<file path="src/sv/ijh_pkg.sv">
package ijh_pkg;

    // Field widths of the sample and result items.
    localparam int ACC_W   = 16;
    localparam int MS_W    = 32;
    localparam int MAG_W   = 20;
    localparam int CFG_W   = 16;
    localparam int CIDX_W  = 2;

    // Shared multiplier operand and product widths (signed).
    localparam int MA_W    = ACC_W + 1;
    localparam int MB_W    = MS_W + 1;
    localparam int MP_W    = MA_W + MB_W;

    // Sum of squares, square-root radicand and threshold product widths.
    localparam int SUM_W   = 32;
    localparam int RAD_W   = SUM_W + 8;
    localparam int NEED_W  = CFG_W + MS_W;
    localparam int CMP_W   = NEED_W + 4;

    // Configuration register indexes.
    localparam logic [CIDX_W-1:0] CFG_SENSITIVITY = 2'd0;
    localparam logic [CIDX_W-1:0] CFG_HOLDOFF     = 2'd1;
    localparam logic [CIDX_W-1:0] CFG_START_MARK  = 2'd2;

    // Register values after reset.
    localparam logic [CFG_W-1:0] SENS_RESET    = 16'd600;
    localparam logic [CFG_W-1:0] HOLDOFF_RESET = 16'd50;

    // Control into and status out of the square-root unit.
    typedef struct packed {
        logic start;
    } t_sqrt_ctl;

    typedef struct packed {
        logic busy;
        logic done;
    } t_sqrt_sts;

endpackage

</file>
<file path="src/sv/ijh_mul.sv">
module ijh_mul (
    input  logic                                i_clk,
    input  logic signed [ijh_pkg::MA_W-1:0]     i_a,
    input  logic signed [ijh_pkg::MB_W-1:0]     i_b,
    output logic signed [ijh_pkg::MP_W-1:0]     o_p
);
    import ijh_pkg::*;

    logic signed [MP_W-1:0] r_p;

    // Registered signed multiply, shared by the squares and the threshold.
    always_ff @(posedge i_clk) begin
        r_p <= i_a * i_b;
    end

    assign o_p = r_p;

endmodule

</file>
<file path="src/sv/ijh_sqrt.sv">
module ijh_sqrt (
    input  logic                          i_clk,
    input  logic                          i_rst_n,
    input  ijh_pkg::t_sqrt_ctl            i_ctl,
    input  logic [ijh_pkg::RAD_W-1:0]     i_rad,
    output ijh_pkg::t_sqrt_sts            o_sts,
    output logic [ijh_pkg::MAG_W-1:0]     o_root
);
    import ijh_pkg::*;

    localparam int CNT_W = $clog2(MAG_W);
    localparam int REM_W = MAG_W + 2;
    localparam int SH_W  = REM_W + 2;

    logic [RAD_W-1:0] r_rad;
    logic [REM_W-1:0] r_rem;
    logic [MAG_W-1:0] r_root;
    logic [CNT_W-1:0] r_cnt;
    logic             r_busy;
    logic             r_done;

    logic [SH_W-1:0]  w_shift;
    logic [SH_W-1:0]  w_trial;
    logic [SH_W-1:0]  w_diff;
    logic             w_ge;

    // One root bit per cycle: bring down two radicand bits and try 4*root+1.
    always_comb begin
        w_shift = {r_rem, r_rad[RAD_W-1 -: 2]};
        w_trial = {2'b00, r_root, 2'b01};
        w_ge    = (w_shift >= w_trial);
        w_diff  = w_shift - w_trial;
    end

    // Iteration counter and completion pulse.
    always_ff @(posedge i_clk) begin
        if (!i_rst_n) begin
            r_busy <= 1'b0;
            r_done <= 1'b0;
            r_cnt  <= '0;
        end else begin
            r_done <= 1'b0;
            if (i_ctl.start) begin
                r_busy <= 1'b1;
                r_cnt  <= CNT_W'(MAG_W - 1);
            end else if (r_busy) begin
                r_cnt <= r_cnt - 1'b1;
                if (r_cnt == '0) begin
                    r_busy <= 1'b0;
                    r_done <= 1'b1;
                end
            end
        end
    end

    // Remainder, root and radicand shift register.
    always_ff @(posedge i_clk) begin
        if (i_ctl.start) begin
            r_rad  <= i_rad;
            r_rem  <= '0;
            r_root <= '0;
        end else if (r_busy) begin
            r_rad  <= {r_rad[RAD_W-3:0], 2'b00};
            r_rem  <= w_ge ? w_diff[REM_W-1:0] : w_shift[REM_W-1:0];
            r_root <= {r_root[MAG_W-2:0], w_ge};
        end
    end

    assign o_sts.busy = r_busy;
    assign o_sts.done = r_done;
    assign o_root     = r_root;

endmodule

</file>
<file path="src/sv/impact_jerk_hit_detector.sv">
// Channel   | Direction | Handshake                  | Payload
// ----------+-----------+----------------------------+-------------------------------------
// sample in | in        | i_in_valid / o_in_stall    | accel_x, accel_y, accel_z, sample_ms
// result    | out       | o_out_valid / i_out_stall  | hit, elapsed_ms, led_phase, magnitude_q4
// config    | in        | i_cfg_valid / o_cfg_ready  | i_cfg_index, i_cfg_data
//
// An item goes from acceptance through the shared multiplier (three squares and the threshold
// product), twenty iterations of the square-root unit, then completion, compare and update,
// to its result in the output register. The next item is accepted only once that result has
// been loaded into the output register and the sequencer is back in idle.
// o_in_stall is high while an item is being worked on, and the result waits in the output
// register while i_out_stall is high. Reset is synchronous and restores register defaults.
module impact_jerk_hit_detector (
    input  logic                                i_clk,
    input  logic                                i_rst_n,
    input  logic                                i_in_valid,
    output logic                                o_in_stall,
    input  logic signed [ijh_pkg::ACC_W-1:0]    i_accel_x,
    input  logic signed [ijh_pkg::ACC_W-1:0]    i_accel_y,
    input  logic signed [ijh_pkg::ACC_W-1:0]    i_accel_z,
    input  logic        [ijh_pkg::MS_W-1:0]     i_sample_ms,
    output logic                                o_out_valid,
    input  logic                                i_out_stall,
    output logic                                o_hit,
    output logic signed [ijh_pkg::MS_W-1:0]     o_elapsed_ms,
    output logic                                o_led_phase,
    output logic        [ijh_pkg::MAG_W-1:0]    o_magnitude_q4,
    input  logic                                i_cfg_valid,
    output logic                                o_cfg_ready,
    input  logic        [ijh_pkg::CIDX_W-1:0]   i_cfg_index,
    input  logic        [ijh_pkg::MS_W-1:0]     i_cfg_data
);
    import ijh_pkg::*;

    localparam logic [2:0] S_IDLE = 3'd0;
    localparam logic [2:0] S_MUL  = 3'd1;
    localparam logic [2:0] S_SQRT = 3'd2;
    localparam logic [2:0] S_CMP  = 3'd3;
    localparam logic [2:0] S_OUT  = 3'd4;

    localparam logic [2:0] STEP_X    = 3'd0;
    localparam logic [2:0] STEP_Y    = 3'd1;
    localparam logic [2:0] STEP_Z    = 3'd2;
    localparam logic [2:0] STEP_NEED = 3'd3;
    localparam logic [2:0] STEP_LAST = 3'd4;

    // Configuration registers.
    logic [CFG_W-1:0]        r_sens;
    logic [CFG_W-1:0]        r_holdoff;
    logic [MS_W-1:0]         r_start;

    // Detector state carried from item to item.
    logic [MS_W-1:0]         r_last_sample_ms;
    logic [MAG_W-1:0]        r_last_mag;
    logic [MS_W-1:0]         r_last_hit_ms;
    logic                    r_led;

    // Sequencer and working registers.
    logic [2:0]              r_state;
    logic [2:0]              r_step;
    logic signed [ACC_W-1:0] r_x;
    logic signed [ACC_W-1:0] r_y;
    logic signed [ACC_W-1:0] r_z;
    logic [MS_W-1:0]         r_ms;
    logic [SUM_W-1:0]        r_sum;
    logic [NEED_W-1:0]       r_need;
    logic                    r_hit;

    // Output register.
    logic                    r_out_valid;
    logic                    r_out_hit;
    logic [MS_W-1:0]         r_out_elapsed;
    logic                    r_out_led;
    logic [MAG_W-1:0]        r_out_mag;

    logic signed [MA_W-1:0]  w_ma;
    logic signed [MB_W-1:0]  w_mb;
    logic signed [MP_W-1:0]  w_prod;
    logic [MS_W-1:0]         w_dt;
    logic [MS_W-1:0]         w_since_hit;
    logic [MAG_W-1:0]        w_mag;
    logic [MAG_W-1:0]        w_rise;
    logic                    w_rise_ok;
    logic                    w_accept;
    logic                    w_load_out;
    t_sqrt_ctl               w_sqrt_ctl;
    t_sqrt_sts               w_sqrt_sts;

    assign w_accept    = i_in_valid && !o_in_stall;
    assign w_dt        = r_ms - r_last_sample_ms;
    assign w_since_hit = r_ms - r_last_hit_ms;
    assign w_load_out  = (r_state == S_OUT) && (!r_out_valid || !i_out_stall);

    // Configuration writes are always taken.
    assign o_cfg_ready = 1'b1;

    always_ff @(posedge i_clk) begin
        if (!i_rst_n) begin
            r_sens    <= SENS_RESET;
            r_holdoff <= HOLDOFF_RESET;
            r_start   <= '0;
        end else if (i_cfg_valid) begin
            unique case (i_cfg_index)
                CFG_SENSITIVITY: r_sens    <= i_cfg_data[CFG_W-1:0];
                CFG_HOLDOFF:     r_holdoff <= i_cfg_data[CFG_W-1:0];
                CFG_START_MARK:  r_start   <= i_cfg_data;
                default: ;
            endcase
        end
    end

    // Multiplier operands: the three squares, then sensitivity times elapsed time.
    always_comb begin
        case (r_step)
            STEP_X: begin
                w_ma = MA_W'(r_x);
                w_mb = MB_W'(r_x);
            end
            STEP_Y: begin
                w_ma = MA_W'(r_y);
                w_mb = MB_W'(r_y);
            end
            STEP_Z: begin
                w_ma = MA_W'(r_z);
                w_mb = MB_W'(r_z);
            end
            default: begin
                w_ma = {1'b0, r_sens};
                w_mb = {1'b0, w_dt};
            end
        endcase
    end

    ijh_mul u_mul (
        .i_clk (i_clk),
        .i_a   (w_ma),
        .i_b   (w_mb),
        .o_p   (w_prod)
    );

    // The square root starts once the sum of squares is complete.
    assign w_sqrt_ctl.start = (r_state == S_MUL) && (r_step == STEP_LAST);

    ijh_sqrt u_sqrt (
        .i_clk   (i_clk),
        .i_rst_n (i_rst_n),
        .i_ctl   (w_sqrt_ctl),
        .i_rad   ({r_sum, 8'd0}),
        .o_sts   (w_sqrt_sts),
        .o_root  (w_mag)
    );

    // Rise of the magnitude; a falling magnitude never meets the threshold.
    assign w_rise    = w_mag - r_last_mag;
    assign w_rise_ok = (w_mag >= r_last_mag)
                       && ({(CMP_W - MAG_W)'(0), w_rise} >= {r_need, 4'd0});

    // Sequencer.
    always_ff @(posedge i_clk) begin
        if (!i_rst_n) begin
            r_state <= S_IDLE;
            r_step  <= STEP_X;
        end else begin
            unique case (r_state)
                S_IDLE: begin
                    if (w_accept) begin
                        r_state <= S_MUL;
                        r_step  <= STEP_X;
                    end
                end
                S_MUL: begin
                    if (r_step == STEP_LAST) begin
                        r_state <= S_SQRT;
                    end else begin
                        r_step <= r_step + 1'b1;
                    end
                end
                S_SQRT: begin
                    if (w_sqrt_sts.done) begin
                        r_state <= S_CMP;
                    end
                end
                S_CMP: begin
                    r_state <= S_OUT;
                end
                S_OUT: begin
                    if (w_load_out) begin
                        r_state <= S_IDLE;
                    end
                end
                default: r_state <= S_IDLE;
            endcase
        end
    end

    assign o_in_stall = (r_state != S_IDLE);

    // Sample capture, accumulation of squares and the threshold product.
    always_ff @(posedge i_clk) begin
        if (w_accept) begin
            r_x   <= i_accel_x;
            r_y   <= i_accel_y;
            r_z   <= i_accel_z;
            r_ms  <= i_sample_ms;
            r_sum <= '0;
        end else if (r_state == S_MUL) begin
            if (r_step == STEP_LAST) begin
                r_need <= w_prod[NEED_W-1:0];
            end else if (r_step != STEP_X) begin
                r_sum <= r_sum + w_prod[SUM_W-1:0];
            end
        end
    end

    // Hit decision: nonzero elapsed time, enough rise and hold-off passed.
    always_ff @(posedge i_clk) begin
        if (r_state == S_CMP) begin
            r_hit <= (w_dt != '0) && w_rise_ok
                     && (w_since_hit >= {(MS_W - CFG_W)'(0), r_holdoff});
        end
    end

    // Detector state update when the result goes to the output register.
    always_ff @(posedge i_clk) begin
        if (!i_rst_n) begin
            r_last_sample_ms <= '0;
            r_last_mag       <= '0;
            r_last_hit_ms    <= '0;
            r_led            <= 1'b1;
        end else if (w_load_out) begin
            r_last_sample_ms <= r_ms;
            r_last_mag       <= w_mag;
            r_led            <= r_led ^ r_hit;
            if (r_hit) begin
                r_last_hit_ms <= r_ms;
            end
        end
    end

    // Output register holds the result item until it is taken.
    always_ff @(posedge i_clk) begin
        if (!i_rst_n) begin
            r_out_valid <= 1'b0;
        end else if (w_load_out) begin
            r_out_valid <= 1'b1;
        end else if (!i_out_stall) begin
            r_out_valid <= 1'b0;
        end
    end

    always_ff @(posedge i_clk) begin
        if (w_load_out) begin
            r_out_hit     <= r_hit;
            r_out_elapsed <= r_hit ? (r_ms - r_start) : '0;
            r_out_led     <= r_led ^ r_hit;
            r_out_mag     <= w_mag;
        end
    end

    assign o_out_valid    = r_out_valid;
    assign o_hit          = r_out_hit;
    assign o_elapsed_ms   = r_out_elapsed;
    assign o_led_phase    = r_out_led;
    assign o_magnitude_q4 = r_out_mag;

    // The square-root unit finishes only while the sequencer waits for it.
    a_sqrt_done_in_wait: assert property (@(posedge i_clk) disable iff (!i_rst_n)
        w_sqrt_sts.done |-> (r_state == S_SQRT))
        else $error("square-root completion outside its wait state");

    // An accepted item always starts with the first square.
    a_accept_starts_mul: assert property (@(posedge i_clk) disable iff (!i_rst_n)
        w_accept |=> (r_state == S_MUL) && (r_step == STEP_X))
        else $error("accepted item did not start the multiply sequence");

    // A result that is no hit reports zero elapsed time.
    a_elapsed_zero_no_hit: assert property (@(posedge i_clk) disable iff (!i_rst_n)
        (o_out_valid && !o_hit) |-> (o_elapsed_ms == '0))
        else $error("elapsed time reported without a hit");

    // The square-root unit is never restarted while it is still iterating.
    a_sqrt_no_restart: assert property (@(posedge i_clk) disable iff (!i_rst_n)
        w_sqrt_ctl.start |-> !w_sqrt_sts.busy)
        else $error("square-root unit restarted while busy");

endmodule

</file>
<file path="config.mk">
export PLATFORM = sky130hd
export DESIGN_NAME = impact_jerk_hit_detector
export DESIGN_NICKNAME = d
export VERILOG_FILES = /design/src/sv/ijh_pkg.sv /design/src/sv/ijh_mul.sv /design/src/sv/ijh_sqrt.sv /design/src/sv/impact_jerk_hit_detector.sv
export SDC_FILE = /design/constraint.sdc
export NUM_CORES = 2
export LEC_CHECK = 0
export ABC_AREA = 1
export BUFFER_PORTS_ARGS = -buffer_cell sky130_fd_sc_hd__buf_2
export CAP_MARGIN = 15
export CORE_ASPECT_RATIO = 1.25
export CORE_UTILIZATION = 35
export DETAILED_ROUTE_END_ITERATION = 8
export SYNTH_ARGS = -nofsm -noshare
export SYNTH_HDL_FRONTEND = slang
export SYNTH_SLANG_ARGS = --single-unit
export TNS_END_PERCENT = 50
</file>
<file path="constraint.sdc">
create_clock -name i_clk -period 22.8 [get_ports i_clk]
set_input_delay 2.28 -clock i_clk [delete_from_list [all_inputs] [get_ports i_clk]]
set_output_delay 2.28 -clock i_clk [all_outputs]
set_load 0.01 [all_outputs]
</file>
Yosys cells after proc, flatten, opt, wreduce, memory -nomap -nowiden
Index checks and enable logic that the tools add are counted. W data, S select, Z words.

Register bits after elaboration: 500. Input bits: 119. Output and inout bits: 57. Logic and storage cells: 112.

Add/subtract/negate cells: 8. Multiply operators: 1. $lt $le $gt $ge: 4. Equal/unequal tests: 15. Multiplexer cells: 21. Bitwise operators: 5. Reduce and logical (&&, ||, !) cells: 29.

Operators by type and width (count): $pmux W33 S3 (1); $sub A32 B32 Y32 (3); $mux W40 (2); $ge A20 B52 Y1 (1); $pmux W17 S3 (1); $mul A17 B33 Y48 (1); $add A32 B32 Y32 (1); $ge A32 B16 Y1 (1); $reduce_bool A32 Y1 (1); $ge A24 B22 Y1 (1); $mux W22 (1); $sub A22 B22 Y22 (1); $ge A20 B20 Y1 (1); $sub A20 B20 Y20 (1); $mux W3 (6); $pmux W3 S5 (1); $mux W5 (2); $eq A3 B2 Y1 const B (3); $reduce_and A3 Y1 (3); $reduce_and A2 Y1 (4); $eq A3 B1 Y1 const B (2); $eq A3 B3 Y1 const B (2); $logic_and A1 B1 Y1 (6); $logic_not A3 Y1 (2); other kinds (19) (35).

Longest topological paths before layout
Depth in word-level cells: 5. Depth in mapped cells: 44. Mapped depth without buffers: 44.

Hierarchy
From an unflattened synthesis, not the netlist that was laid out.

Cell total of the unflattened synthesis: 6617. Area, all modules: 50069.3 um^2.

By module, submodules not included: impact_jerk_hit_detector (times used 1, cells each 2951, area an instance 22779.3 um^2, seq. area each 9258.9 um^2); ijh_mul (times used 1, cells each 2961, area an instance 22221.3 um^2, seq. area each 1001.0 um^2); ijh_sqrt (times used 1, cells each 705, area an instance 5068.6 um^2, seq. area each 2182.1 um^2).

Least setup slack after synthesis
Ideal clock, no wire load.

Kind: flip-flop to flip-flop. Start point: register r_ms[0]. End point: register u_mul.r_p[46], in the netlist u_mul.o_p[46]. Library setup time: 72 ps. Arrival time: 7360 ps. Data required time: 22728 ps. Slack: 15369 ps. Stages on the path, launching flop included: 38. Buffers on the path: 1. Clock period less this slack: 7431 ps. Path through: edfxtp_1 > inv_1 > ha_1 > inv_1 > fa_1 > nand3_1 > nand3_1 > nand4_1 > nand3_1 > nand2_1 > o211ai_2 > a21boi_2 > o21ai_1 > xor2_1 > nand2_1 > nand2_1 > buf_2 > nor2_1 > (+2 left out) > fa_1 > inv_1 > fa_1 > fa_1 > fa_1 > inv_1 > fa_1 > inv_1 > ha_1 > nand2_1 > o21ai_0 > or3b_2 > o211ai_1 > a21oi_1 > inv_1 > a21oi_1 > o31ai_1 > xor2_1.

Longest elaborated chain between the ends: 3.

RTL lines: start, declared (line impact_jerk_hit_detector.sv:64) `logic [MS_W-1:0] r_ms;`; start signal, assigned (line impact_jerk_hit_detector.sv:204) `r_ms <= i_sample_ms;`; $sub A32 B32 Y32 (line impact_jerk_hit_detector.sv:90) `assign w_dt = r_ms - r_last_sample_ms;`; $pmux W33 S3 (line impact_jerk_hit_detector.sv:114) `case (r_step)`; $mul A17 B33 Y48 (line ijh_mul.sv:13) `r_p <= i_a * i_b;`; end signal, assigned (line ijh_mul.sv:13); end, declared (line ijh_mul.sv:9) `logic signed [MP_W-1:0] r_p;`.

No other way between the ends. A chain may end at the register's enable or synchronous reset.

Worst setup path in the final report
Start point: register r_step[1]. End point: register u_mul.r_p[44], in the netlist u_mul.o_p[44].

Longest elaborated chain between the ends: 3. Elaborated cells on any way between the ends: 6. Classes of those cells: 1 x mul; 2 x eq/ne; 2 x mux; 1 x reduce/logical.

RTL lines: start, declared (line impact_jerk_hit_detector.sv:60) `logic [2:0] r_step;`; start signal, assigned (line impact_jerk_hit_detector.sv:175) `r_step <= r_step + 1'b1;`; $eq A3 B2 Y1, or another cell as far along (line impact_jerk_hit_detector.sv:114); $pmux W17 S3 / $pmux W33 S3 (equally long branches) (line impact_jerk_hit_detector.sv:114); $mul A17 B33 Y48 (*) (line ijh_mul.sv:13).

Mark *: on every way between the ends. The rest lies on a longest branch, timed or not.

==> key figures <==
Run status
  – Status: finished clean

Routing
  – DRC: 0
  – Initial DRT Pass Iterations: 5
  – Detailed Route Iter0 Violations: 2002
  – WL per Instance: around 18 um
  – Via count: approximately 35000
  – Post-DRT Antenna Nets: 0
  – Post-Route WL: 128000 um
  – Via density: 5.00

CTS
  – Cts bufs inserted: 56
  – CTS resizes: 0
  – Setup bufs post-CTS: 0
  – CTS Buffer Depth: 3
  – Clock H-tree levels: 2
  – Hold_buf cts: 0
  – CTS Root Buffer Type: clkbuf_16
  – Clk_lat worst skew: 660 ps
  – Clock slew at reported path FFs: 60 ps
  – CTS tree: done
  – CTS Sinks: 500

Worst setup path
  – Cell mode on critical path: inv_1
  – Nature of the critical path endpoint: flop
  – Crit path buffers/inverters: 9
  – Worst Path Arrival: 10240 ps
  – Top Family by Delay on Critical Path: adder cells
  – Critical Path RT: 23320 ps
  – Worst-path fanout max: 39
  – Slowest stage delay, CP: 980 ps
  – Critical path's slowest cell: o21ai_2
  – Crit Path Class: flop to flop
  – Startpoint type of the worst setup path: flop

Floorplanning
  – Chip height: roughly 400 um
  – Std-Cell Rows: around 150
  – Placeable Area: ~0.13 mm^2
  – Die W: 320 um
  – Initial cell density of the core: 0.354
  – Die ar.: 0.128 mm^2
  – I/O pin total: 176

Global routing
  – GRT overflow: 0
  – Gr usage total: 0.204
  – Vias in the first global route: 36800
  – Antenna violations before repair: 0
  – Maximum number of pins on one net before global-route repair: 82
  – First-pass GRT wire length: 204000 um

Placement
  – Post-DP HPWL: 102000 um
  – Area after DPL: 0.0471 mm^2
  – Placed Instances: 6969
  – I/O Buffers: 174
  – Gpl congestion: 0.941

Synth
  – Asr flop ratio synth: 0
  – Largest area contributor in the netlist: fa_1
  – Post-synth EDFFs: 215
  – Synth Warn #: 0
  – Leading post-synthesis cells by cell area: fa_1 (24%), edfxtp_1 (15%), dfxtp_1 (13%)
  – Post-synthesis cell area: 0.0444 mm^2
  – Mean area per synthesized cell: 8.53 um^2
  – Synth top area share: 0.237
  – Syn Inst Count: 5202
  – Sequential cell area fraction in the yosys report: 0.274
  – Most used flip-flop cell after synthesis: dfxtp_1
  – Synth cell types: 66
  – Post-synthesis register bit count: 500

Cells and area
  – Nets: 6300
  – Area Growth Syn to Fin: 10.6%
  – N_diodes: 0
  – Commonest cells after routing, fill and taps aside: inv_1 (1022), nand2_1 (746), fa_1 (526)
  – Final Util: 0.391
  – Multi-input logic area: 0.0278 mm^2
  – Sequential Area: 0.0122 mm^2
  – Most common cell after layout, fill and taps aside: inv_1
  – Share of cells above drive strength 1: 0.0715
  – Final Instance Area: 0.0491 mm^2
  – Final Non-Filler Cells: about 7100
  – FILL cells: around 13000

Timing
  – Worst Max-Slew Pin Slew: 1280 ps
  – Slew headroom: 0.142
  – Fin Clk Skew: 30.7 ps
  – Final Max Tran Viols: 0
  – Fmax: 103 MHz
  – RSZ-0062 raised after global routing: false
  – Fin. Hold Viols: 0
  – Final period util: 0.427
  – Crit path time final: ~9700 ps
  – Final setup viols: 0
  – Fin Setup TNS: 0 ps

Min path
  – Min-delay worst type: flop to flop

Flow run
  – Max-cap violations: 0
## state kept, by name, indices dropped and copies added (netlist names), 20 cells and up
name,cells
r_sum,32
r_need,48
r_start,32
u_sqrt.r_rem,22
o_elapsed_ms,32
u_sqrt.o_root,20
u_mul.o_p,48
r_last_mag,20
r_last_sample_ms,32
r_last_hit_ms,32
r_ms,32
o_magnitude_q4,20
u_sqrt.r_rad,32
## worst paths after layout
check | from | endpoint | slack (ps) | depth (start not counted)
setup reg to reg | r_step[1] | u_mul.o_p[44] | 13080 | 33
hold reg to reg | u_mul.o_p[37] | r_need[37] | 410 | 0
setup / recovery | r_step[1] | u_mul.o_p[44] | 13080 | 33
hold / removal | u_mul.o_p[37] | r_need[37] | 410 | 0
## routing by layer
| layer | track usage | vias up | wire [um] |
|---|---|---|---|
| li1 | - | 16800 | - |
| met1 | 0.242 | 17300 | 51900 |
| met2 | 0.362 | 931 | 63100 |
| met3 | 0.0319 | 309 | 6900 |
| met4 | 0.0962 | 0 | 6520 |
| met5 | 0 | - | 0 |
## logic make-up after synthesis
logic type,after synthesis,share of synthesized area
other cells,2,0.000169
buf+inv,1186,0.102
compound gates,1017,0.129
flops,500,0.274
mux,3,0.000677
fa+ha+maj,844,0.327
xor+xnor,166,0.0328
simple gates,1484,0.135
## cells in the mapped netlist (all sizes together), types with 4 or more instances
library cell / instances
ha: 318
dfxtp: 285
o31ai: 8
or2: 6
nor3: 32
o21bai: 15
o21ai: 379
nand2: 746
a221oi: 6
inv: 1036
nand4: 50
edfxtp: 215
a31oi: 25
nor2: 530
clkbuf: 96
fa: 526
a31o: 4
a21oi: 454
o211ai: 18
xor2: 97
xnor2: 69
o221ai: 8
nand3: 91
buf: 48
o22ai: 24
a21o: 18
a211oi: 5
o21a: 22
nor4: 15
a21boi: 17
clkinv: 6
## layout make-up
| cell class | instances | share of cell area |
|---|---|---|
| clock buffers | 73 | 0.0331 |
| clock inverters | 33 | 0.00643 |
| inverters | 1042 | 0.0797 |
| multi-input cells | 3531 | 0.567 |
| flip-flops and latches | 500 | 0.248 |
| well taps | 1690 | 0.0431 |
| repair buffers | 206 | 0.0227 |
## through the flow
stage | hold WS [ps] | worst slack (ps)
final | 405 | 13080
after global routing | 407 | 12450
after CTS | 405 | 13160
after detailed placement | 389 | 13190
after global placement | 388 | 13380
after floorplan | 386 | 15370
Power is not shown: default switching activity piles up to over one toggle a cycle in this logic, so the estimate is an artifact.
